File: src/rtl/assert_macros.svh
// ---------------------------------------------------------------------------
// Assertion macros shared by the DFA matcher RTL.
// Concurrent checks are compiled in simulation and drop out in synthesis.
// ---------------------------------------------------------------------------
`ifndef ASSERT_MACROS_SVH
`define ASSERT_MACROS_SVH

`ifndef SYNTHESIS

// Clocked check, disabled while reset is high.
`define DFA_ASSERT(name, clk, rst, prop) \
  name: assert property (@(posedge clk) disable iff (rst) prop) \
    else $error("assertion failed");

// Clocked check that also holds during reset.
`define DFA_ASSERT_ALWAYS(name, clk, prop) \
  name: assert property (@(posedge clk) prop) \
    else $error("assertion failed");

`else

`define DFA_ASSERT(name, clk, rst, prop)

`define DFA_ASSERT_ALWAYS(name, clk, prop)

`endif

`endif

File: src/rtl/dfa_ram.sv
// ---------------------------------------------------------------------------
// dfa_ram
// Generic simple dual-port RAM, one write and one registered read port.
// ---------------------------------------------------------------------------
`default_nettype none

module dfa_ram #(
  parameter int WIDTH = 8,
  parameter int DEPTH = 256,
  localparam int AW   = (DEPTH > 1) ? $clog2(DEPTH) : 1
) (
  input  logic             clk,
  input  logic             we,
  input  logic [AW-1:0]    waddr,
  input  logic [WIDTH-1:0] wdata,
  input  logic             re,
  input  logic [AW-1:0]    raddr,
  output logic [WIDTH-1:0] rdata
);

  logic [WIDTH-1:0] mem [DEPTH];

  always_ff @(posedge clk) begin
    if (we) begin
      mem[waddr] <= wdata;
    end
    // Hold read data when no read is issued.
    if (re) begin
      rdata <= mem[raddr];
    end
  end

endmodule

`default_nettype wire

File: config.mk
export PLATFORM = sky130hd
export DESIGN_NAME = dfa_ram
export DESIGN_NICKNAME = d
export VERILOG_FILES = /design/src/rtl/assert_macros.svh /design/src/rtl/dfa_ram.sv
export SDC_FILE = /design/constraint.sdc
export NUM_CORES = 2
export LEC_CHECK = 0
export ABC_AREA = 1
export ABC_CLOCK_PERIOD_IN_PS = 2750
export BUFFER_PORTS_ARGS = -buffer_cell sky130_fd_sc_hd__buf_2
export CORE_ASPECT_RATIO = 1.5
export CORE_MARGIN = 2
export CORE_UTILIZATION = 50
export CTS_BUF_LIST = sky130_fd_sc_hd__clkbuf_2 sky130_fd_sc_hd__clkbuf_4 sky130_fd_sc_hd__clkbuf_8
export DETAILED_ROUTE_END_ITERATION = 8
export PLACE_DENSITY = 0.63
export SKIP_LAST_GASP = 1
export SYNTH_ARGS = -nofsm -noshare
export SYNTH_HDL_FRONTEND = slang
export SYNTH_SLANG_ARGS = --single-unit
File: constraint.sdc
create_clock -name clk -period 2.75 [get_ports clk]
set_clock_uncertainty 0.15 [all_clocks]
set_input_delay 0.55 -clock clk [delete_from_list [all_inputs] [get_ports clk]]
set_output_delay 0.55 -clock clk [all_outputs]
set_load 0.03 [all_outputs]
### After elaboration in Yosys (flattened, before gate mapping)

Memory sizes are Yosys's and may differ from the RTL's. A register that Yosys moved wholly into a read port is not among the register bits.
Index checks and enable logic that the tools add are counted.

| storage, ports and cells | value |
|---|---|
| register bits | 0 |
| bits in writable memories | 2048 |
| bits of input ports | 27 |
| output and inout port bits | 8 |
| logic and storage cells | 3 |
| memories kept | 1 |

Memory list:

| memory | words | bits a word | rd ports | clocked after memory_dff | write ports | RTL line | source |
|---|---|---|---|---|---|---|---|
| mem | 256 | 8 | 1 | 1 | 1 | dfa_ram.sv:21 | `logic [WIDTH-1:0] mem [DEPTH];` |

| cells by class | value |
|---|---|
| muxes and demuxes | 2 |

Operators with widths:

| cell | count |
|---|---|
| $mux 1 | 2 |

### Longest topological paths before layout

| logic depth | value |
|---|---|
| depth in word-level cells | 2 |
| mapped depth | 15 |
| depth with buffers taken out | 11 |

### Worst setup path before layout

No wires, ideal clock.

| path | value |
|---|---|
| kind | input-to-reg |
| start point | input we |
| end point | memory mem[162][0], enable pin |
| library setup time | 0.370 ns |
| arrival | 1.671 ns |
| data required time | 2.230 ns |
| slack | 0.559 ns |
| cell stages on the path | 4 |
| path buffers | 2 |
| cell sequence | clkbuf_1 -> nand3_1 -> clkbuf_1 -> nor2_1 |

| on the way | value |
|---|---|
| cells in the longest elaborated chain, start to end | 2 |

RTL lines:

| item | RTL line | source |
|---|---|---|
| start, declared | dfa_ram.sv:13 | `input logic we,` |
| $mux 1 | dfa_ram.sv:24 | `if (we) begin` |
| $mux 1 (not written as such) | dfa_ram.sv:25 | `mem[waddr] <= wdata;` |
| end, declared | dfa_ram.sv:21 |  |

No other way between the ends.

### Worst setup path after layout

| path | value |
|---|---|
| start point | input waddr[7] |
| end point | memory mem[1][4], enable pin |

RTL lines:

| item | RTL line | source |
|---|---|---|
| start, declared | dfa_ram.sv:14 | `input logic [AW-1:0] waddr,` |

No word-level cell before the write port.

==> results.py <==
metrics = {
    "timing": {
        "slew_violations": 0,
        "max_freq_mhz": 372,
        "fin_tns_setup_ns": 0,
        "slew_headroom_pct": 17.2,
        "rsz0062_at_grt": "no",
        "finalSetupViolations": 0,
        "finalCritPeriodShare_pct": 97.7,
        "worst_slew_pin_slew_ns": 1.24,
        "fin_crit_ns": 2.69,
        "whs_ns": 0.168,
        "hold_violations": 0,
    },
    "place": {
        "placed_area_mm2": 0.0904,
        "gp_congestion": 0.883,
        "port_buffers": 34,
        "hpwlAfterDp_um": 150000,
        "placed_cells": 9404,
    },
    "clocking": {
        "h-tree-depth": 5,
        "cts_buffer_depth": 4,
        "tritoncts": "done",
        "cts.reportedPaths.clkPinSlew_ns": 0.07,
        "cts_root_buf": "clkbuf_8",
        "cts_resized": 0,
        "cts_hold_buf": 13,
        "clock_latency_ns": 1.03,
        "numCtsBuffers": 306,
        "cts_num_sinks": 2056,
        "post-cts-setup-buffers": 0,
    },
    "power_and_ir_drop": {
        "finalPower_w": 0.0625,
        "p_per_area_mw_per_mm2": 650,
        "leakage_nw": 34.6,
        "peakVddDrop_mv": 0.549,
    },
    "routing": {
        "drt_wl_total_um": 239000,
        "vias_per_cell": 5.72,
        "vias": 56800,
        "initialDrtViolationCount": 5863,
        "drc": 0,
        "dr.pass1.iters": 5,
        "drt-wirelength-per-cell_um": 24.1,
        "antenna_left": 0,
    },
    "die": {
        "ioPinCount": 35,
        "rows": 183,
        "dieArea_mm2": 0.170,
        "die_h_um": 504,
        "fp.dieW_um": 338,
        "initial_core_util_pct": 50.4,
        "design.core.area_mm2": 0.166,
    },
    "finish": {
        "stdcell_count": 9942,
        "final_common_cell": "nand2_1",
        "nets": 7532,
        "final_cell_mix": "2,123 x nand2_1, 2,056 x edfxtp_1, 2,019 x nand3_1",
        "syn2layout_area_growth_pct": 15.2,
        "drive_above_1_share_pct": 14.6,
        "final_cell_area_mm2": 0.0962,
        "n_fill_cell": 13500,
    },
    "critical_path": {
        "crit_path_end_kind": "flip-flop",
        "r2r-end": "rdata[5]",
        "crit_required_ns": 3.33,
        "critPathLaunch": "waddr[7]",
        "rr_startpoint": "mem[104][5]",
        "worstPathMaxFanout": 5,
        "rrSetupSlack_ns": 0.51,
        "path_class": "input pin to flip-flop",
        "arrival_ns": 3.27,
        "critPathLaunchType": "input pin",
        "crit_path_end": "mem[1][4]",
        "ff2ff_path_depth": 10,
    },
    "grt": {
        "antenna_found_initial": 12,
        "use_met3_pct": 4.71,
        "grt.overflow.total": 0,
        "grt_max_degree": 86,
        "grt_pass1_wl_um": 353000,
        "top_usage_layer": "met2",
        "grt_usage_pct": 28.1,
        "grt_use_met1_pct": 34.2,
        "grt_pass1_vias": 56400,
        "grt.met2_usage_pct": 47.5,
    },
    "yosys": {
        "syn-num-nets": 7030,
        "seq_area_frac_synth_pct": 74.0,
        "netlist_top_cells_area": "edfxtp_1 74%, nand3_1 12%, nand2_1 9.5%",
        "ys_ff_latch": 2056,
        "yosysWarnings": 0,
        "synth_top_area_cell": "edfxtp_1",
        "netlist_area_mm2": 0.0835,
        "synthCells": 7003,
        "synth_top_area_share_pct": 74.0,
        "avgSynthCellArea_um2": 11.9,
        "ys_types": 13,
    },
    "run_status": {
        "status": "finished, final reports clean",
    },
    "min_path": {
        "hold_class": "input pin to flip-flop",
    },
    "job": {
        "cap_violations": 0,
    },
}
==> logic make-up after synthesis <==
logic type    Yosys count  synth area share (%)
buf+inv               522                  3.12
flops                2056                  74.0
simple gates         4425                  22.9
==> registers in the layout, summed over array words and instances, names as in the netlist <==
register,cells
rdata,8
mem,2048
==> through the flow <==
| stage | util, % | worst slack [ns] |
|---|---|---|
| floorplan | - | 0.559 |
| global placement | 54.5 | -0.511 |
| detailed placement | 54.5 | -0.489 |
| CTS | 58.0 | 0.131 |
| global route | 58.0 | 0.0211 |
| finish | 58.0 | 0.0641 |
==> power breakdown <==
part	switching [W]	internal (W)
clock	0.0113	0.0122
combinational	0.00314	0.00131
sequential	0.0000458	0.0345
==> layer usage <==
metal	part of all wire [%]	routed length [um]	up-vias
met5	0.044	106	-
met4	5.7	13700	16
met3	7.3	17400	605
met2	50	120000	2484
met1	37	88100	27900
li1	-	-	25900
==> synth_stat cells <==
cell and count:
nand2_1 2123, buf_6 16, buf_1 40, buf_2 268
edfxtp_1 2056, clkbuf_1 112, nand3_1 2019, inv_4 1
buf_8 1, buf_4 46, nor2_1 283, inv_1 36
inv_2 2
==> worst min path at each step <==
| stage | start | cells past startpoint | to | slack, ns |
|---|---|---|---|---|
| 3_3_place_gp | wdata[0] | 1 | mem[166][0] | 0.82 |
| 5_1_grt | waddr[2] | 5 | mem[156][0] | 0.13 |
| 3_5_place_dp | wdata[0] | 1 | mem[167][0] | 0.82 |
| 4_1_cts | waddr[2] | 5 | mem[156][0] | 0.07 |
| 6_report | raddr[6] | 6 | rdata[6] | 0.17 |
| 2_1_floorplan | wdata[0] | 0 | mem[0][0] | 0.50 |
==> layout make-up <==
class                   instances  area [um2]  share of cell area (%)
clock buffers                 407        5010                    5.21
flip-flops and latches       2056       61700                    64.2
well taps                    2220        2780                    2.89
diodes                          5        12.5                  0.0130
multi-input cells            4425       19100                    19.9
inverters                      39         180                   0.187
clock inverters               113         606                   0.630
repair buffers                677        6690                    6.96
==> worst max-delay path: stages <==
cell           delay, ns
dlygate4sd3_1       0.60
buf_2               0.17
nor2_1              0.18
dlygate4sd3_1       0.58
nand2_1             0.07
dlygate4sd3_1       0.57
nor2_1              0.32
buf_4               0.22
Note: power is estimated with default switching activity, not from simulation.
