[config.mk]
export PLATFORM = sky130hd
export DESIGN_NAME = dfa_rsp_buf_flat
export DESIGN_NICKNAME = d
export VERILOG_FILES = /design/src/rtl/assert_macros.svh /design/src/rtl/dfa_pkg.sv /design/src/rtl/dfa_if.sv /design/src/rtl/dfa_rsp_buf.sv /design/src/flat_wrapper.sv
export SDC_FILE = /design/constraint.sdc
export NUM_CORES = 1
export LEC_CHECK = 0
export ABC_AREA = 1
export BUFFER_PORTS_ARGS = -buffer_cell sky130_fd_sc_hd__buf_2
export CAP_MARGIN = 20
export CORE_AREA = 10 10 47 49
export DETAILED_ROUTE_END_ITERATION = 8
export DIE_AREA = 0 0 57 59
export GPL_TIMING_DRIVEN = 1
export PLACE_DENSITY = 0.67
export SLEW_MARGIN = 30
export SYNTH_ARGS = -nofsm -noshare
export SYNTH_HDL_FRONTEND = slang
export SYNTH_SLANG_ARGS = --single-unit
[constraint.sdc]
create_clock -name clk -period 1.35 [get_ports clk]
set_input_delay 0.135 -clock clk [delete_from_list [all_inputs] [get_ports clk]]
set_output_delay 0.135 -clock clk [all_outputs]
set_load 0.01 [all_outputs]
[src/rtl/assert_macros.svh]
// ---------------------------------------------------------------------------
// Assertion macros shared by the DFA matcher RTL.
// Concurrent checks are compiled in simulation and drop out in synthesis.
// ---------------------------------------------------------------------------
`ifndef ASSERT_MACROS_SVH
`define ASSERT_MACROS_SVH

`ifndef SYNTHESIS

// Clocked check, disabled while reset is high.
`define DFA_ASSERT(name, clk, rst, prop) \
  name: assert property (@(posedge clk) disable iff (rst) prop) \
    else $error("assertion failed");

// Clocked check that also holds during reset.
`define DFA_ASSERT_ALWAYS(name, clk, prop) \
  name: assert property (@(posedge clk) prop) \
    else $error("assertion failed");

`else

`define DFA_ASSERT(name, clk, rst, prop)

`define DFA_ASSERT_ALWAYS(name, clk, prop)

`endif

`endif

[src/rtl/dfa_pkg.sv]
// ---------------------------------------------------------------------------
// dfa_pkg
// Sizes, operation and status codes, and inter-module structs of the matcher.
// ---------------------------------------------------------------------------
`default_nettype none

package dfa_pkg;

  localparam int NUM_STATES  = 64;
  localparam int NUM_SYMBOLS = 256;

  // Fixed payload field widths.
  localparam int OP_W     = 2;
  localparam int KIND_W   = 2;
  localparam int STFLD_W  = 6;
  localparam int SYMFLD_W = 8;
  localparam int STAT_W   = 4;

  // Internal widths.
  localparam int SID_W     = (NUM_STATES > 1) ? $clog2(NUM_STATES) : 1;
  localparam int SYM_W     = (NUM_SYMBOLS > 1) ? $clog2(NUM_SYMBOLS) : 1;
  localparam int TBL_AW    = SID_W + SYM_W;
  localparam int TBL_DEPTH = 1 << TBL_AW;
  localparam int ENTRY_W   = SID_W + 1;   // valid bit on top of target id

  typedef enum logic [OP_W-1:0] {
    OP_ADD_STATE = 2'd0,
    OP_ADD_TRANS = 2'd1,
    OP_FINISH    = 2'd2,
    OP_FEED      = 2'd3
  } op_t;

  typedef enum logic [STAT_W-1:0] {
    ST_OK        = 4'd0,
    ST_START_SET = 4'd1,
    ST_FULL      = 4'd2,
    ST_TRANS_SET = 4'd3,
    ST_NO_START  = 4'd4,
    ST_NO_ACCEPT = 4'd5,
    ST_NOT_READY = 4'd6,
    ST_ACCEPTED  = 4'd7,
    ST_REJECTED  = 4'd8,
    ST_CONTINUE  = 4'd9
  } status_t;

  // Transition table port request.
  typedef struct packed {
    logic               we;
    logic [TBL_AW-1:0]  waddr;
    logic [ENTRY_W-1:0] wdata;
    logic               re;
    logic [TBL_AW-1:0]  raddr;
  } tbl_req_t;

  // Result handed from the control to the output register.
  typedef struct packed {
    logic                valid;
    status_t             status;
    logic [STFLD_W-1:0]  id;
  } rsp_push_t;

endpackage

`default_nettype wire

[src/rtl/dfa_if.sv]
// ---------------------------------------------------------------------------
// dfa_cmd_if / dfa_rsp_if
// Valid/ready channels for commands into and results out of the matcher.
// ---------------------------------------------------------------------------
`default_nettype none


interface dfa_rsp_if
  import dfa_pkg::*;
  ();
  logic               valid;
  logic               ready;
  logic [STAT_W-1:0]  status;
  logic [STFLD_W-1:0] new_state_id;

  modport source (output valid, status, new_state_id, input ready);
  modport sink   (input valid, status, new_state_id, output ready);
endinterface

`default_nettype wire

[src/rtl/dfa_rsp_buf.sv]
// ---------------------------------------------------------------------------
// dfa_rsp_buf
// One-entry output register between the control and the result channel.
// ---------------------------------------------------------------------------
`default_nettype none

module dfa_rsp_buf
  import dfa_pkg::*;
(
  input  logic             clk,
  input  logic             rst,
  input  rsp_push_t        push,
  output logic             push_ready,
  dfa_rsp_if.source        rsp
);

  logic               full;
  logic [STAT_W-1:0]  status;
  logic [STFLD_W-1:0] id;

  // Free when empty or draining this cycle.
  assign push_ready = !full || rsp.ready;

  always_ff @(posedge clk) begin
    if (rst) begin
      full <= 1'b0;
    end else if (push.valid && push_ready) begin
      full <= 1'b1;
    end else if (rsp.ready) begin
      full <= 1'b0;
    end
  end

  always_ff @(posedge clk) begin
    if (push.valid && push_ready) begin
      status <= push.status;
      id     <= push.id;
    end
  end

  assign rsp.valid        = full;
  assign rsp.status       = status;
  assign rsp.new_state_id = id;

endmodule

`default_nettype wire

[src/flat_wrapper.sv]
// flat-port wrapper written by rule: the top's interface ports become plain ports
module dfa_rsp_buf_flat import dfa_pkg::*;
  (clk, rst, push, push_ready, rsp_valid, rsp_status, rsp_new_state_id, rsp_ready);
  dfa_rsp_if rsp_i ();
  input  logic clk;
  input  logic rst;
  input  rsp_push_t push;
  output logic push_ready;
  output wire logic [$bits(rsp_i.valid)-1:0] rsp_valid;
  output wire logic [$bits(rsp_i.status)-1:0] rsp_status;
  output wire logic [$bits(rsp_i.new_state_id)-1:0] rsp_new_state_id;
  input wire logic [$bits(rsp_i.ready)-1:0] rsp_ready;
  assign rsp_valid = rsp_i.valid;
  assign rsp_status = rsp_i.status;
  assign rsp_new_state_id = rsp_i.new_state_id;
  assign rsp_i.ready = rsp_ready;
  dfa_rsp_buf u_core (.clk(clk), .rst(rst), .push(push), .push_ready(push_ready), .rsp(rsp_i));
endmodule
Yosys cells after proc, flatten, opt, wreduce, memory -nomap -nowiden

Index checks and enable logic that the tools add are counted.

Add/subtract/negate cells: 0
$mul: 0
Div/mod/pow operators: 0
Order comparisons: 0
Equality and inequality tests: 0
Shifts and indexed selects: 0
Muxes and demuxes: 2
Bitwise operators: 0
Reductions and logical operators: 4

Operators with widths:

| cell                | number |
|---|---|
| $mux W1             | 2 |
| $reduce_bool A2 Y1  | 1 |
| $logic_and A1 B1 Y1 | 1 |
| $logic_not A1 Y1    | 1 |
| $logic_or A1 B1 Y1  | 1 |

Bits in registers: 11
Bits in latches: 0
Bits in writable memories: 0
Memory bits (read-only): 0
Input bits: 14
Output and inout port bits: 12
Memories kept: 0

Longest topological paths before layout

Depth in word-level cells: 4
Mapped depth: 3
Depth with buffers taken out: 3

Least setup slack after synthesis

Ideal clock, no wire load.

Path kind: reg-to-reg
From: register u_core.full (netlist: u_core.rsp.valid)
To: register u_core.id[0] (netlist: u_core.rsp.new_state_id[0]), enable pin
Arrival time: 0.918 ns
Required time: 0.970 ns
Slack: 0.052 ns
Cell stages (with the launch flop): 2
Path buffers: 0
Clock period less this slack: 1.298 ns
Cells stage by stage: dfxtp_1 -> a21oi_1

Longest elaborated chain between the ends: 3

Ends and longest elaborated chain:

| element                  | line              | text |
|---|---|---|
| start: declaration       | dfa_rsp_buf.sv:17 | `logic full;` |
| start signal: assignment | dfa_rsp_buf.sv:26 | `full <= 1'b0;` |
| start signal: assignment | dfa_rsp_buf.sv:28 | `full <= 1'b1;` |
| start signal: assignment | dfa_rsp_buf.sv:30 | `full <= 1'b0;` |
| $logic_not A1 Y1         | dfa_rsp_buf.sv:22 | `assign push_ready = !full \|\| rsp.ready;` |
| $logic_or A1 B1 Y1       | dfa_rsp_buf.sv:22 |  |
| $logic_and A1 B1 Y1      | dfa_rsp_buf.sv:35 | `if (push.valid && push_ready) begin` |
| end signal: assignment   | dfa_rsp_buf.sv:37 | `id <= push.id;` |
| end: declaration         | dfa_rsp_buf.sv:19 | `logic [STFLD_W-1:0] id;` |

No other way between the ends.
A chain may end at the register's enable or synchronous reset.

Worst setup path in the final report

From: register u_core.full (netlist: u_core.rsp.valid)
To: output push_ready

Longest elaborated chain between the ends: 2

Ends and longest elaborated chain:

| element            | line              | text |
|---|---|---|
| $logic_not A1 Y1   | dfa_rsp_buf.sv:22 |  |
| $logic_or A1 B1 Y1 | dfa_rsp_buf.sv:22 |  |
| end: declaration   | flat_wrapper.sv:8 | `output logic push_ready;` |

No other way between the ends.

==> impl_metrics.csv <==
group,metric,value,unit
run_status,status,"complete, no violations",
placement,io_buffers,25,
timing,period_needed,990,ps
routing,via_count,250,
power,comb_power_share,9.7,%
worst_setup_path,critPathKind,"reg2out",
power,vdd_drop_max,0.567,mV
synthesis,ys_seq_area_share,92.1,%
worst_setup_path,cp_data_required_time,1220,ps
power,power_frac_clock,31.8,%
timing,hold_slack,18.6,ps
global_route,grt_pass1_vias,295,
die,die_x,57,µm
power,p_int,0.000535,W
timing,setup-tns-final,0,ps
cts,cts_tree,"yes",
power,power.density,1300,nW/µm²
worst_setup_path,cp.arrival,850,ps
routing,viasPerCell,4.03,
worst_setup_path,worst-path-max-fanout,3,
placement,gp_congestion,0.636,
die,row_count,14,
timing,final_max_slew_viol_count,0,
die,start_util,24.8,%
worst_setup_path,crit_chain,"nand2_2 -> buf_2",
worst_setup_path,worstSetupStartpointType,"flop",
layout,diodes,0,
min_path,hp-class,"in2reg",
die,die-area,3360,µm²
synthesis,syn_nets,30,
cts,insertion_delay,260,ps
routing,finalWirelength,868,µm
die,ios,26,
cts,postCtsSetupBuffers,0,
synthesis,synth_area,348,µm²
routing,route.detailed.drc,0,
synthesis,syn-instance-count,16,
die,core_area,1400,µm²
die,die_height,59,µm
run,maxCapViolations,0,
timing,fmax,1010,MHz
placement,dp.final_hpwl,727,µm
global_route,grt_pass1_wl,1350,µm
timing,rsz0062_at_grt,"false",
cts,post_cts_resize_count,0,
layout,final_cell_mix,"25 x buf_2, 10 x edfxtp_1, 3 x clkbuf_4",
timing,period_share,73.3,%
timing,skew,5.72,ps
global_route,grt_max_degree,11,
routing,first_pass_iters,2,
layout,area_growth,51.8,%
power,switching_power,0.000149,W
timing,hold_violations,0,
global_route,antenna_found_initial,0,
worst_setup_path,path_buf_inv,1,
cts,clock_path_buffers,2,
synthesis,syn_avg_cell_area,21.7,µm²
worst_setup_path,max_stage_delay,370,ps
cts,clkSlewWorstSetupHoldPaths,70,ps
timing,slew_headroom,91.2,%
routing,ant_nets,0,
worst_setup_path,critPathSlowestCell,"dfxtp_1",
routing,drt_iter0_drc,1,
layout,utilization,37.7,%
timing,setup_viol,0,
power,switching_share,21.8,%
routing,routedWlPerCell,14.0,µm
global_route,grt_overflow_total,0,
cts,hold_buffers,0,
timing,worst_slew_pin_slew,132,ps
cts,cts_root_buf,"clkbuf_4",
layout,final_common_cell,"buf_2",
layout,finalNetCount,61,
power,leakage,0.240,nW
global_route,grt_use_total,5.48,%
worst_setup_path,worstSetupEndpointType,"primary output",
synthesis,ys_ff_latch,11,
worst_setup_path,path_delay_family,"flip-flops",
cts,h-tree-depth,1,
cts,cts_made_buffers,3,
synthesis,yosysWarnings,0,
cts,cts.sinks,11,
layout,drive_gt1_share,71.7,%
power,fin_total_pwr,0.000684,W
power,seqPwrFrac,58.5,%
synthesis,yosysUniqueCellTypes,7,
[metal layers]
metal | wire [µm] | vias up | track usage (%)
li1 | - | 118 | -
met2 | 313 | 23 | 6.36
met3 | 138 | 2 | 3.65
met4 | 5 | 0 | 5.03
met5 | 0 | - | 0
met1 | 410 | 107 | 6.42
[final timing paths]
path	from	end	slack, ps	depth (start not counted)
worst min-delay path	rst	u_core.rsp.valid	20	2
worst max-delay path	u_core.rsp.valid	push_ready	360	2
worst min register to register	u_core.rsp.valid	u_core.rsp.valid	500	2
worst max register to register	u_core.rsp.valid	u_core.rsp.new_state_id[4]	370	2
[cell usage after synthesis]
| cell | instances | area [µm²] |
|---|---|---|
| edfxtp_1 | 10 | 300 |
| inv_2 | 1 | 3.75 |
| a21oi_2 | 1 | 8.76 |
| inv_1 | 1 | 3.75 |
| dfxtp_1 | 1 | 20.0 |
| a21oi_1 | 1 | 5.00 |
| nand2_2 | 1 | 6.26 |
[final cells by class]
cell class | count | area [µm²]
repair buffers | 26 | 133
multi-input cells | 3 | 20.0
clock inverters | 1 | 5.00
clock buffers | 3 | 22.5
fillers | 141 | 873
flip-flops and latches | 11 | 320
well taps | 16 | 20.0
inverters | 2 | 7.51
[cell families after synthesis]
family | synth area share, %
buffers and inverters | 2.16
AND/OR/NAND/NOR | 1.80
AO/OA/AOI/OAI | 3.96
flip-flops | 92.1
[power by group through the flow]
stage	sequential [W]	combinational (W)	clock [W]
after floorplan	0.000419	0.0000118	0
after global placement	0.000407	0.0000668	0
after detailed placement	0.000408	0.0000684	0
after CTS	0.000400	0.0000684	0.000229
after global routing	0.000402	0.0000743	0.000243
final	0.000400	0.0000662	0.000218
[stage by stage]
step | cells | setup slack [ps] | cell area (µm²)
finish | 62 | 360 | 528
global route | 62 | 312 | 528
CTS | 62 | 353 | 528
detailed placement | 58 | 385 | 500
global placement | 58 | 415 | 500
floorplan | 16 | 51.5 | 348
[flip-flops by register name, indices dropped and copies added (netlist names)]
signal                   count
u_core.rsp.new_state_id      6
u_core.rsp.status            4
u_core.rsp.valid             1
No activity file was read; power rests on OpenSTA's default activity.
