`config.mk`:
```
export PLATFORM = sky130hd
export DESIGN_NAME = dfa_ctrl_flat
export DESIGN_NICKNAME = d
export VERILOG_FILES = /design/src/rtl/dfa_pkg.sv /design/src/rtl/dfa_if.sv /design/src/rtl/dfa_ctrl.sv /design/src/flat_wrapper.sv
export VERILOG_INCLUDE_DIRS = /design/src /design/src/rtl
export SDC_FILE = /design/constraint.sdc
export NUM_CORES = 1
export LEC_CHECK = 0
export BUFFER_PORTS_ARGS = -buffer_cell sky130_fd_sc_hd__buf_2
export CAP_MARGIN = 20
export CORE_ASPECT_RATIO = 0.75
export CORE_MARGIN = 2
export CORE_UTILIZATION = 55
export CTS_CLUSTER_DIAMETER = 40
export CTS_CLUSTER_SIZE = 28
export DETAILED_ROUTE_END_ITERATION = 12
export HOLD_SLACK_MARGIN = 0.02
export PLACE_DENSITY = 0.75
export REMOVE_ABC_BUFFERS = 1
export SYNTH_ARGS = -nofsm -noshare
export SYNTH_HDL_FRONTEND = slang
export SYNTH_SLANG_ARGS = --single-unit
export TNS_END_PERCENT = 100
```
`constraint.sdc`:
```
create_clock -name clk -period 6.05 [get_ports clk]
set_input_delay 0.605 -clock clk [delete_from_list [all_inputs] [get_ports clk]]
set_output_delay 0.605 -clock clk [all_outputs]
set_load 0.02 [all_outputs]
```
`src/rtl/assert_macros.svh`:
```
// ---------------------------------------------------------------------------
// Assertion macros shared by the DFA matcher RTL.
// Concurrent checks are compiled in simulation and drop out in synthesis.
// ---------------------------------------------------------------------------
`ifndef ASSERT_MACROS_SVH
`define ASSERT_MACROS_SVH

`ifndef SYNTHESIS

// Clocked check, disabled while reset is high.
`define DFA_ASSERT(name, clk, rst, prop) \
  name: assert property (@(posedge clk) disable iff (rst) prop) \
    else $error("assertion failed");

// Clocked check that also holds during reset.
`define DFA_ASSERT_ALWAYS(name, clk, prop) \
  name: assert property (@(posedge clk) prop) \
    else $error("assertion failed");

`else

`define DFA_ASSERT(name, clk, rst, prop)

`define DFA_ASSERT_ALWAYS(name, clk, prop)

`endif

`endif

```
`src/rtl/dfa_pkg.sv`:
```
// ---------------------------------------------------------------------------
// dfa_pkg
// Sizes, operation and status codes, and inter-module structs of the matcher.
// ---------------------------------------------------------------------------
`default_nettype none

package dfa_pkg;

  localparam int NUM_STATES  = 64;
  localparam int NUM_SYMBOLS = 256;

  // Fixed payload field widths.
  localparam int OP_W     = 2;
  localparam int KIND_W   = 2;
  localparam int STFLD_W  = 6;
  localparam int SYMFLD_W = 8;
  localparam int STAT_W   = 4;

  // Internal widths.
  localparam int SID_W     = (NUM_STATES > 1) ? $clog2(NUM_STATES) : 1;
  localparam int SYM_W     = (NUM_SYMBOLS > 1) ? $clog2(NUM_SYMBOLS) : 1;
  localparam int TBL_AW    = SID_W + SYM_W;
  localparam int TBL_DEPTH = 1 << TBL_AW;
  localparam int ENTRY_W   = SID_W + 1;   // valid bit on top of target id

  typedef enum logic [OP_W-1:0] {
    OP_ADD_STATE = 2'd0,
    OP_ADD_TRANS = 2'd1,
    OP_FINISH    = 2'd2,
    OP_FEED      = 2'd3
  } op_t;

  typedef enum logic [STAT_W-1:0] {
    ST_OK        = 4'd0,
    ST_START_SET = 4'd1,
    ST_FULL      = 4'd2,
    ST_TRANS_SET = 4'd3,
    ST_NO_START  = 4'd4,
    ST_NO_ACCEPT = 4'd5,
    ST_NOT_READY = 4'd6,
    ST_ACCEPTED  = 4'd7,
    ST_REJECTED  = 4'd8,
    ST_CONTINUE  = 4'd9
  } status_t;

  // Transition table port request.
  typedef struct packed {
    logic               we;
    logic [TBL_AW-1:0]  waddr;
    logic [ENTRY_W-1:0] wdata;
    logic               re;
    logic [TBL_AW-1:0]  raddr;
  } tbl_req_t;

  // Result handed from the control to the output register.
  typedef struct packed {
    logic                valid;
    status_t             status;
    logic [STFLD_W-1:0]  id;
  } rsp_push_t;

endpackage

`default_nettype wire

```
`src/rtl/dfa_if.sv`:
```
// ---------------------------------------------------------------------------
// dfa_cmd_if / dfa_rsp_if
// Valid/ready channels for commands into and results out of the matcher.
// ---------------------------------------------------------------------------
`default_nettype none

interface dfa_cmd_if
  import dfa_pkg::*;
  ();
  logic                valid;
  logic                ready;
  logic [OP_W-1:0]     operation;
  logic [KIND_W-1:0]   state_kind;
  logic [STFLD_W-1:0]  from_state;
  logic [STFLD_W-1:0]  to_state;
  logic [SYMFLD_W-1:0] symbol;
  logic                greedy;

  modport source (
    output valid, operation, state_kind, from_state, to_state, symbol, greedy,
    input  ready
  );
  modport sink (
    input  valid, operation, state_kind, from_state, to_state, symbol, greedy,
    output ready
  );
endinterface


`default_nettype wire

```
`src/rtl/dfa_ctrl.sv`:
```
// ---------------------------------------------------------------------------
// dfa_ctrl
// Command sequencer: clears the transition table, builds and steps the DFA.
// ---------------------------------------------------------------------------
`default_nettype none
`include "assert_macros.svh"

module dfa_ctrl
  import dfa_pkg::*;
(
  input  logic               clk,
  input  logic               rst,
  dfa_cmd_if.sink            cmd,
  output tbl_req_t           tbl,
  input  logic [ENTRY_W-1:0] tbl_rdata,
  output rsp_push_t          push,
  input  logic               push_ready
);

  typedef enum logic [2:0] {
    S_CLEAR = 3'b001,
    S_IDLE  = 3'b010,
    S_EXEC  = 3'b100
  } state_t;

  state_t state, state_next;

  logic [TBL_AW-1:0] clr_addr;

  // Latched command.
  op_t                 op_q;
  logic [KIND_W-1:0]   kind_q;
  logic [STFLD_W-1:0]  from_q;
  logic [STFLD_W-1:0]  to_q;
  logic [SYMFLD_W-1:0] sym_q;
  logic                greedy_q;

  // Machine state.
  logic [NUM_STATES-1:0] accept_marks, accept_marks_next;
  logic [SID_W-1:0]      current_state, current_state_next;
  logic [SID_W-1:0]      start_state, start_state_next;
  logic                  start_valid, start_valid_next;
  logic [SID_W:0]        next_free_id, next_free_id_next;
  logic                  any_accept, any_accept_next;
  logic                  armed, armed_next;

  logic               accept_fire;
  logic               exec_fire;
  logic               from_ok, to_ok, sym_ok;
  logic               entry_valid;
  logic [SID_W-1:0]   entry_id;
  logic [SID_W-1:0]   new_id;
  logic               trans_we;
  status_t            status;
  logic [STFLD_W-1:0] id_out;

  assign cmd.ready   = (state == S_IDLE);
  assign accept_fire = cmd.valid && cmd.ready;
  assign exec_fire   = (state == S_EXEC) && push_ready;

  assign from_ok     = int'(from_q) < NUM_STATES;
  assign to_ok       = int'(to_q) < NUM_STATES;
  assign sym_ok      = int'(sym_q) < NUM_SYMBOLS;
  assign entry_valid = tbl_rdata[ENTRY_W-1];
  assign entry_id    = tbl_rdata[SID_W-1:0];
  assign new_id      = next_free_id[SID_W-1:0];

  always_comb begin
    state_next = state;
    unique case (state)
      S_CLEAR: if (clr_addr == {TBL_AW{1'b1}}) state_next = S_IDLE;
      S_IDLE:  if (accept_fire) state_next = S_EXEC;
      S_EXEC:  if (push_ready) state_next = S_IDLE;
      default: state_next = S_CLEAR;
    endcase
  end

  // Execute stage: resolve the latched command against the table read data.
  always_comb begin
    accept_marks_next  = accept_marks;
    current_state_next = current_state;
    start_state_next   = start_state;
    start_valid_next   = start_valid;
    next_free_id_next  = next_free_id;
    any_accept_next    = any_accept;
    armed_next         = armed;
    trans_we           = 1'b0;
    status             = ST_OK;
    id_out             = '0;
    unique case (op_q)
      OP_ADD_STATE: begin
        if (next_free_id >= (SID_W+1)'(NUM_STATES)) begin
          status = ST_FULL;
        end else begin
          next_free_id_next = next_free_id + (SID_W+1)'(1);
          if (kind_q[0] && start_valid) begin
            status = ST_START_SET;
          end else begin
            if (kind_q[0]) begin
              start_valid_next   = 1'b1;
              start_state_next   = new_id;
              current_state_next = new_id;
            end
            if (kind_q[1]) begin
              accept_marks_next[new_id] = 1'b1;
              any_accept_next           = 1'b1;
            end
            id_out = STFLD_W'(new_id);
          end
        end
      end
      OP_ADD_TRANS: begin
        if (!(from_ok && to_ok && sym_ok)) begin
          status = ST_FULL;
        end else if (entry_valid) begin
          status = ST_TRANS_SET;
        end else begin
          trans_we = 1'b1;
        end
      end
      OP_FINISH: begin
        if (!start_valid) begin
          status = ST_NO_START;
        end else if (!any_accept) begin
          status = ST_NO_ACCEPT;
        end else begin
          armed_next = 1'b1;
        end
      end
      OP_FEED: begin
        if (!armed) begin
          status = ST_NOT_READY;
        end else if (!sym_ok || !entry_valid) begin
          current_state_next = start_state;
          status             = ST_REJECTED;
        end else if (accept_marks[entry_id]) begin
          current_state_next = greedy_q ? entry_id : start_state;
          status             = ST_ACCEPTED;
        end else begin
          current_state_next = entry_id;
          status             = ST_CONTINUE;
        end
      end
      default: status = ST_OK;
    endcase
  end

  // Table port: clear sweep, read on accept, write on a committed add.
  always_comb begin
    tbl = '0;
    if (state == S_CLEAR) begin
      tbl.we    = 1'b1;
      tbl.waddr = clr_addr;
    end else if (exec_fire && trans_we) begin
      tbl.we    = 1'b1;
      tbl.waddr = {SID_W'(from_q), SYM_W'(sym_q)};
      tbl.wdata = {1'b1, SID_W'(to_q)};
    end
    tbl.re = accept_fire;
    if (op_t'(cmd.operation) == OP_FEED) begin
      tbl.raddr = {current_state, SYM_W'(cmd.symbol)};
    end else begin
      tbl.raddr = {SID_W'(cmd.from_state), SYM_W'(cmd.symbol)};
    end
  end

  assign push.valid  = (state == S_EXEC);
  assign push.status = status;
  assign push.id     = id_out;

  always_ff @(posedge clk) begin
    if (rst) begin
      state         <= S_CLEAR;
      clr_addr      <= '0;
      accept_marks  <= '0;
      current_state <= '0;
      start_state   <= '0;
      start_valid   <= 1'b0;
      next_free_id  <= '0;
      any_accept    <= 1'b0;
      armed         <= 1'b0;
    end else begin
      state <= state_next;
      if (state == S_CLEAR) begin
        clr_addr <= clr_addr + TBL_AW'(1);
      end
      // Commit only when the result is taken by the output register.
      if (exec_fire) begin
        accept_marks  <= accept_marks_next;
        current_state <= current_state_next;
        start_state   <= start_state_next;
        start_valid   <= start_valid_next;
        next_free_id  <= next_free_id_next;
        any_accept    <= any_accept_next;
        armed         <= armed_next;
      end
    end
  end

  always_ff @(posedge clk) begin
    if (accept_fire) begin
      op_q     <= op_t'(cmd.operation);
      kind_q   <= cmd.state_kind;
      from_q   <= cmd.from_state;
      to_q     <= cmd.to_state;
      sym_q    <= cmd.symbol;
      greedy_q <= cmd.greedy;
    end
  end

  `DFA_ASSERT(a_accept_then_exec, clk, rst, accept_fire |=> (state == S_EXEC))
  `DFA_ASSERT(a_exec_then_idle, clk, rst, exec_fire |=> (state == S_IDLE))
  `DFA_ASSERT(a_write_only_trans, clk, rst, (tbl.we && state != S_CLEAR) |-> (op_q == OP_ADD_TRANS))
  `DFA_ASSERT(a_armed_has_start, clk, rst, armed |-> (start_valid && any_accept))
  `DFA_ASSERT(a_no_rw_overlap, clk, rst, !(tbl.we && tbl.re))

endmodule

`default_nettype wire

```
`src/flat_wrapper.sv`:
```
// flat-port wrapper written by rule: the top's interface ports become plain ports
module dfa_ctrl_flat import dfa_pkg::*;
  (clk, rst, tbl, tbl_rdata, push, push_ready, cmd_valid, cmd_operation, cmd_state_kind, cmd_from_state, cmd_to_state, cmd_symbol, cmd_greedy, cmd_ready);
  dfa_cmd_if cmd_i ();
  input  logic clk;
  input  logic rst;
  output tbl_req_t tbl;
  input  logic [ENTRY_W-1:0] tbl_rdata;
  output rsp_push_t push;
  input  logic push_ready;
  input wire logic [$bits(cmd_i.valid)-1:0] cmd_valid;
  input wire logic [$bits(cmd_i.operation)-1:0] cmd_operation;
  input wire logic [$bits(cmd_i.state_kind)-1:0] cmd_state_kind;
  input wire logic [$bits(cmd_i.from_state)-1:0] cmd_from_state;
  input wire logic [$bits(cmd_i.to_state)-1:0] cmd_to_state;
  input wire logic [$bits(cmd_i.symbol)-1:0] cmd_symbol;
  input wire logic [$bits(cmd_i.greedy)-1:0] cmd_greedy;
  output wire logic [$bits(cmd_i.ready)-1:0] cmd_ready;
  assign cmd_i.valid = cmd_valid;
  assign cmd_i.operation = cmd_operation;
  assign cmd_i.state_kind = cmd_state_kind;
  assign cmd_i.from_state = cmd_from_state;
  assign cmd_i.to_state = cmd_to_state;
  assign cmd_i.symbol = cmd_symbol;
  assign cmd_i.greedy = cmd_greedy;
  assign cmd_ready = cmd_i.ready;
  dfa_ctrl u_core (.clk(clk), .rst(rst), .cmd(cmd_i), .tbl(tbl), .tbl_rdata(tbl_rdata), .push(push), .push_ready(push_ready));
endmodule
```
; Word level (Yosys, flattened, before mapping)
; Index checks and enable logic that the tools add are counted.
[op_classes]
order_cmp = 4
mux = 34
n_addsub = 2
n_eq_ne = 15
reduce_logical = 13
bitwise_logic = 3
[ops]
columns = cell, count
row1 = $or A64 B64 Y64, 1
row2 = $mux W6, 10
row3 = $mux W22, 1
row4 = $mux W4, 5
row5 = $pmux W4 S4, 1
row6 = $mux W15, 1
row7 = $add A14 B1 Y14 const B, 1
row8 = $eq A14 B14 Y1 const B, 1
row9 = $lt A6 B7 Y1 const B, 2
row10 = $mux W14, 1
row11 = $mux W3, 4
row12 = $pmux W6 S2, 1
row13 = $reduce_and A5 Y1, 2
row14 = $pmux W3 S3, 1
row15 = $ne A2 B1 Y1 const B, 4
row16 = $add A7 B1 Y7 const B, 1
row17 = $ge A7 B7 Y1 const B, 1
row18 = $mux W7, 1
row19 = $bmux W1 S6, 1
row20 = $demux W1 S6, 1
row21 = $eq A2 B2 Y1 const B, 3
row22 = $ge A6 B1 Y1 const B, 1
row23 = $ne A2 B2 Y1 const B, 3
row24 = $reduce_and A3 Y1, 2
row25 = other kinds (12), 21
[totals]
word_cells = 86
output_inout_bits = 49
regBits = 128
inputBits = 36

; Logic depth before layout (Yosys ltp)
[depth]
word_depth = 6
depth_mapped = 9
mapped_depth_nobuf = 9

; Least setup slack after synthesis
; No wires, ideal clock.
[synth_timing]
kind = input-to-output
from = input tbl_rdata[1]
to = output push[8] (netlist name)
path_buffers = 2
t_arrival_ns = 2.412
path_stages = 9
t_required_ns = 5.445
path_slack_ns = 3.033
path_cell_list = buf_6 buf_4 mux4_2 mux2i_1 a22oi_1 nand3_1 nand2_1 nand2_1 a311oi_1
[synth_lines]
columns = item, line
row1 = "start, declared", flat_wrapper.sv:8  ; input logic [ENTRY_W-1:0] tbl_rdata;
row2 = "end, declared", flat_wrapper.sv:9  ; output rsp_push_t push;

==> summary.md <==
| Metric | Value |
|---|---|
| Routed vias/inst | approximately 5.9 |
| Routed Antenna Nets | 0 |
| Post-synthesis sequential area ratio | 0.499 |
| Fmax | 272 MHz |
| Commonest non-fill, non-tap cells in the layout | nor2_1 (112), dfxtp_1 (103), buf_2 (84) |
| Max-slew violations | 0 |
| Nets | a little under 700 |
| Avg WL per Cell | ~18 microns |
| Starting Density | 0.575 |
| ANT cells | 0 |
| Antenna violations before repair | 0 |
| Clock sink count | roughly 130 |
| Largest cells by area after synthesis | dfxtp_1 (37%), edfxtp_1 (13%), nor2_1 (7.5%) |
| Cell Pwr Density | 314 nW/um^2 |
| Core Area | between 9000 and 10000 sq um |
| Critical path type | input pin to output port |
| Worst skew pair latency | 0.41 ns |
| Final total power | around 2.1 mW |
| Area Overhead vs Synth | 19.0% |
| Drt total wl | about 14000 microns |
| Number of setup buffers added after CTS | 0 |
| Measured slew at the worst slew-check pin | about 1.1 ns |
| Die width | approximately 120 microns |
| Commonest non-fill, non-tap cell in the layout | nor2_1 |
| #FFs+latches synth | 128 |
| Worst Path Required | about 5.4 ns |
| Crit. End Element | output port |
| Filler Cell Count | 770 |
| Final Cycle Share | 0.608 |
| Maximum vdd drop | about 0.00022 V |
| Die ar. | ~11000 sq um |
| Initial drt markers | approximately 460 |
| Reg clk slew, reported paths | about 0.060 ns |
| GR met1 Demand/Resource | 0.357 |
| Crit path DAT | 3.07 ns |
| RSZ-0062 raised after global routing | no |
| # hold bufs at CTS | 0 |
| Synthesized area | between 5000 and 6000 sq um |
| Drc violations | 0 |
| Ys async rst share | 0 |
| Yosys warns | 0 |
| GRT Total Usage | 0.263 |
| Synth Area per Inst | 9.88 sq um |
| CTS buffer count | 17 |
| Gr ovfl total | 0 |
| Post-synth cell types | between 50 and 60 |
| Final Hold Fails | 0 |
| Min-delay worst type | input pin to flip-flop |
| Final Skew | between 0.007 and 0.008 ns |
| Port Buffer Count | 84 |
| Final HPWL DP | 9430 microns |
| Largest net degree at the start of global routing | 105 |
| Met2 usage | 0.416 |
| GP Congestion | a little under 0.9 |
| FP Rows | 31 |
| Setup TNS | 0 ns |
| DR vias | about 4.6k |
| Final setup violation count | 0 |
| Layout cell share with drive strength beyond 1 | 0.217 |
| Slew headroom | 0.261 |
| Synth Instances | 571 |
| GR Util met3 | 0.0566 |
| CTS tree | built |
| DRT Pass-1 Iters | 5 |
| Max_cap viols | 0 |
| LEAKAGE | roughly 2.7 nW |
| Outcome | complete, no violations |
| Gates resized, CTS repair | 0 |
| Crit start category | input pin |
| Die Y | about 92 microns |
| Global-route wire length before repair | around 23000 microns |
| Gr busiest metal | met2 |
| Root Buffer | clkbuf_16 |
| H-tree depth | 4 |
| Top Ports | 85 |
| Vias in the first global route | 4387 |
| Share of the synthesized area in the top cell type | 0.365 |
| Final min period | 3.68 ns |
| Post-synth EDFFs | 25 |
| Crit Path Max Fanout | 17 |
| Clock Tree Buf Depth | 2 |
| Yosys top cell by area | dfxtp_1 |
| Core Util, Final | 0.684 |
| Most used DFF post-synth | dfxtp_1 |
-- report_power, final --
| part | switching (mW) | internal, mW | leakage [nW] |
|---|---|---|---|
| Combinational | 0.0709 | 0.0435 | 1.38 |
| Clock | 0.360 | 0.750 | 0.310 |
| Sequential | 0.00890 | 0.875 | 1.05 |
-- metrics by stage --
| stage | std cells | worst slack (ns) | hold WS [ns] | instance area, sq um |
|---|---|---|---|---|
| after floorplan | 531 | 2.73 | 0.428 | 5440 |
| after global placement | 750 | 2.53 | 0.442 | 6050 |
| after detailed placement | 751 | 2.40 | 0.449 | 6070 |
| after CTS | 783 | 2.40 | 0.358 | 6710 |
| after global routing | 783 | 2.27 | 0.354 | 6710 |
| final | 783 | 2.37 | 0.368 | 6710 |
-- worst max-delay path, stage by stage --
cell and delay, ns:
buf_2 0.42, mux4_1 0.65, mux4_2 0.50, a2bb2oi_1 0.17, nand2_1 0.07, nand2_1 0.12, nand2_1 0.15, and4b_1 0.21
buf_2 0.17
-- cells in the mapped netlist, types with 6 or more instances --
cell type and instances:
mux4_2 11, mux4_1 6, and2_1 16, mux2i_1 18, buf_4 10, a21oi_1 73, nand2b_1 9, a31oi_1 6
xnor2_1 6, nand2_1 29, nor4b_1 6, edfxtp_1 25, nand3_1 8, mux2_2 6, clkbuf_1 22, dfxtp_1 103
ha_1 6, nor2_1 112, a22o_1 14, xor2_1 12, nor3_1 10
-- final cells by class --
class,count,area [sq um],area share
clock inverters,12,188,0.0280
repair buffers,88,454,0.0677
multi-input cells,398,2620,0.390
inverters,5,18.8,0.00280
well taps,132,165,0.0246
flip-flops and latches,128,2810,0.419
clock buffers,20,458,0.0682
-- routing by layer --
| metal | vias up | part of all wire |
|---|---|---|
| met5 | - | 0 |
| li1 | 2157 | - |
| met1 | 2228 | 0.43 |
| met3 | 22 | 0.074 |
| met4 | 0 | 0.015 |
| met2 | 188 | 0.48 |
-- sequential cells by signal, indices dropped and copies added, names as in the netlist --
register	cells
u_core.greedy_q	1
u_core.start_valid	1
u_core.start_state	6
u_core.sym_q	8
u_core.current_state	6
u_core.any_accept	1
u_core.to_q	6
u_core.armed	1
u_core.from_q	6
u_core.op_q	2
u_core.next_free_id	7
u_core.kind_q	2
u_core.clr_addr	14
u_core.state	3
u_core.accept_marks	64
-- final timing paths --
path         cells past startpoint                 endpoint                     from  slack, ns
max reg2reg                      9   u_core.next_free_id[5]           u_core.op_q[0]       3.22
max                              9                  push[9]             tbl_rdata[1]       2.37
min                              1           u_core.to_q[0]          cmd_to_state[0]       0.37
min reg2reg                      2  u_core.accept_marks[19]  u_core.accept_marks[19]       0.46
-- logic make-up (layout without fill, tap and decap cells) --
family,count (synthesis),after routing,share of synthesized area
AND/OR/NAND/NOR,216,216,0.181
flip-flops,128,128,0.499
AO/OA/AOI/OAI,117,117,0.125
buffers and inverters,45,125,0.0388
multiplexers,41,41,0.116
XOR/XNOR,18,18,0.0279
adder cells (fa/ha/maj),6,6,0.0133
Note: power is estimated with default switching activity, not from simulation.
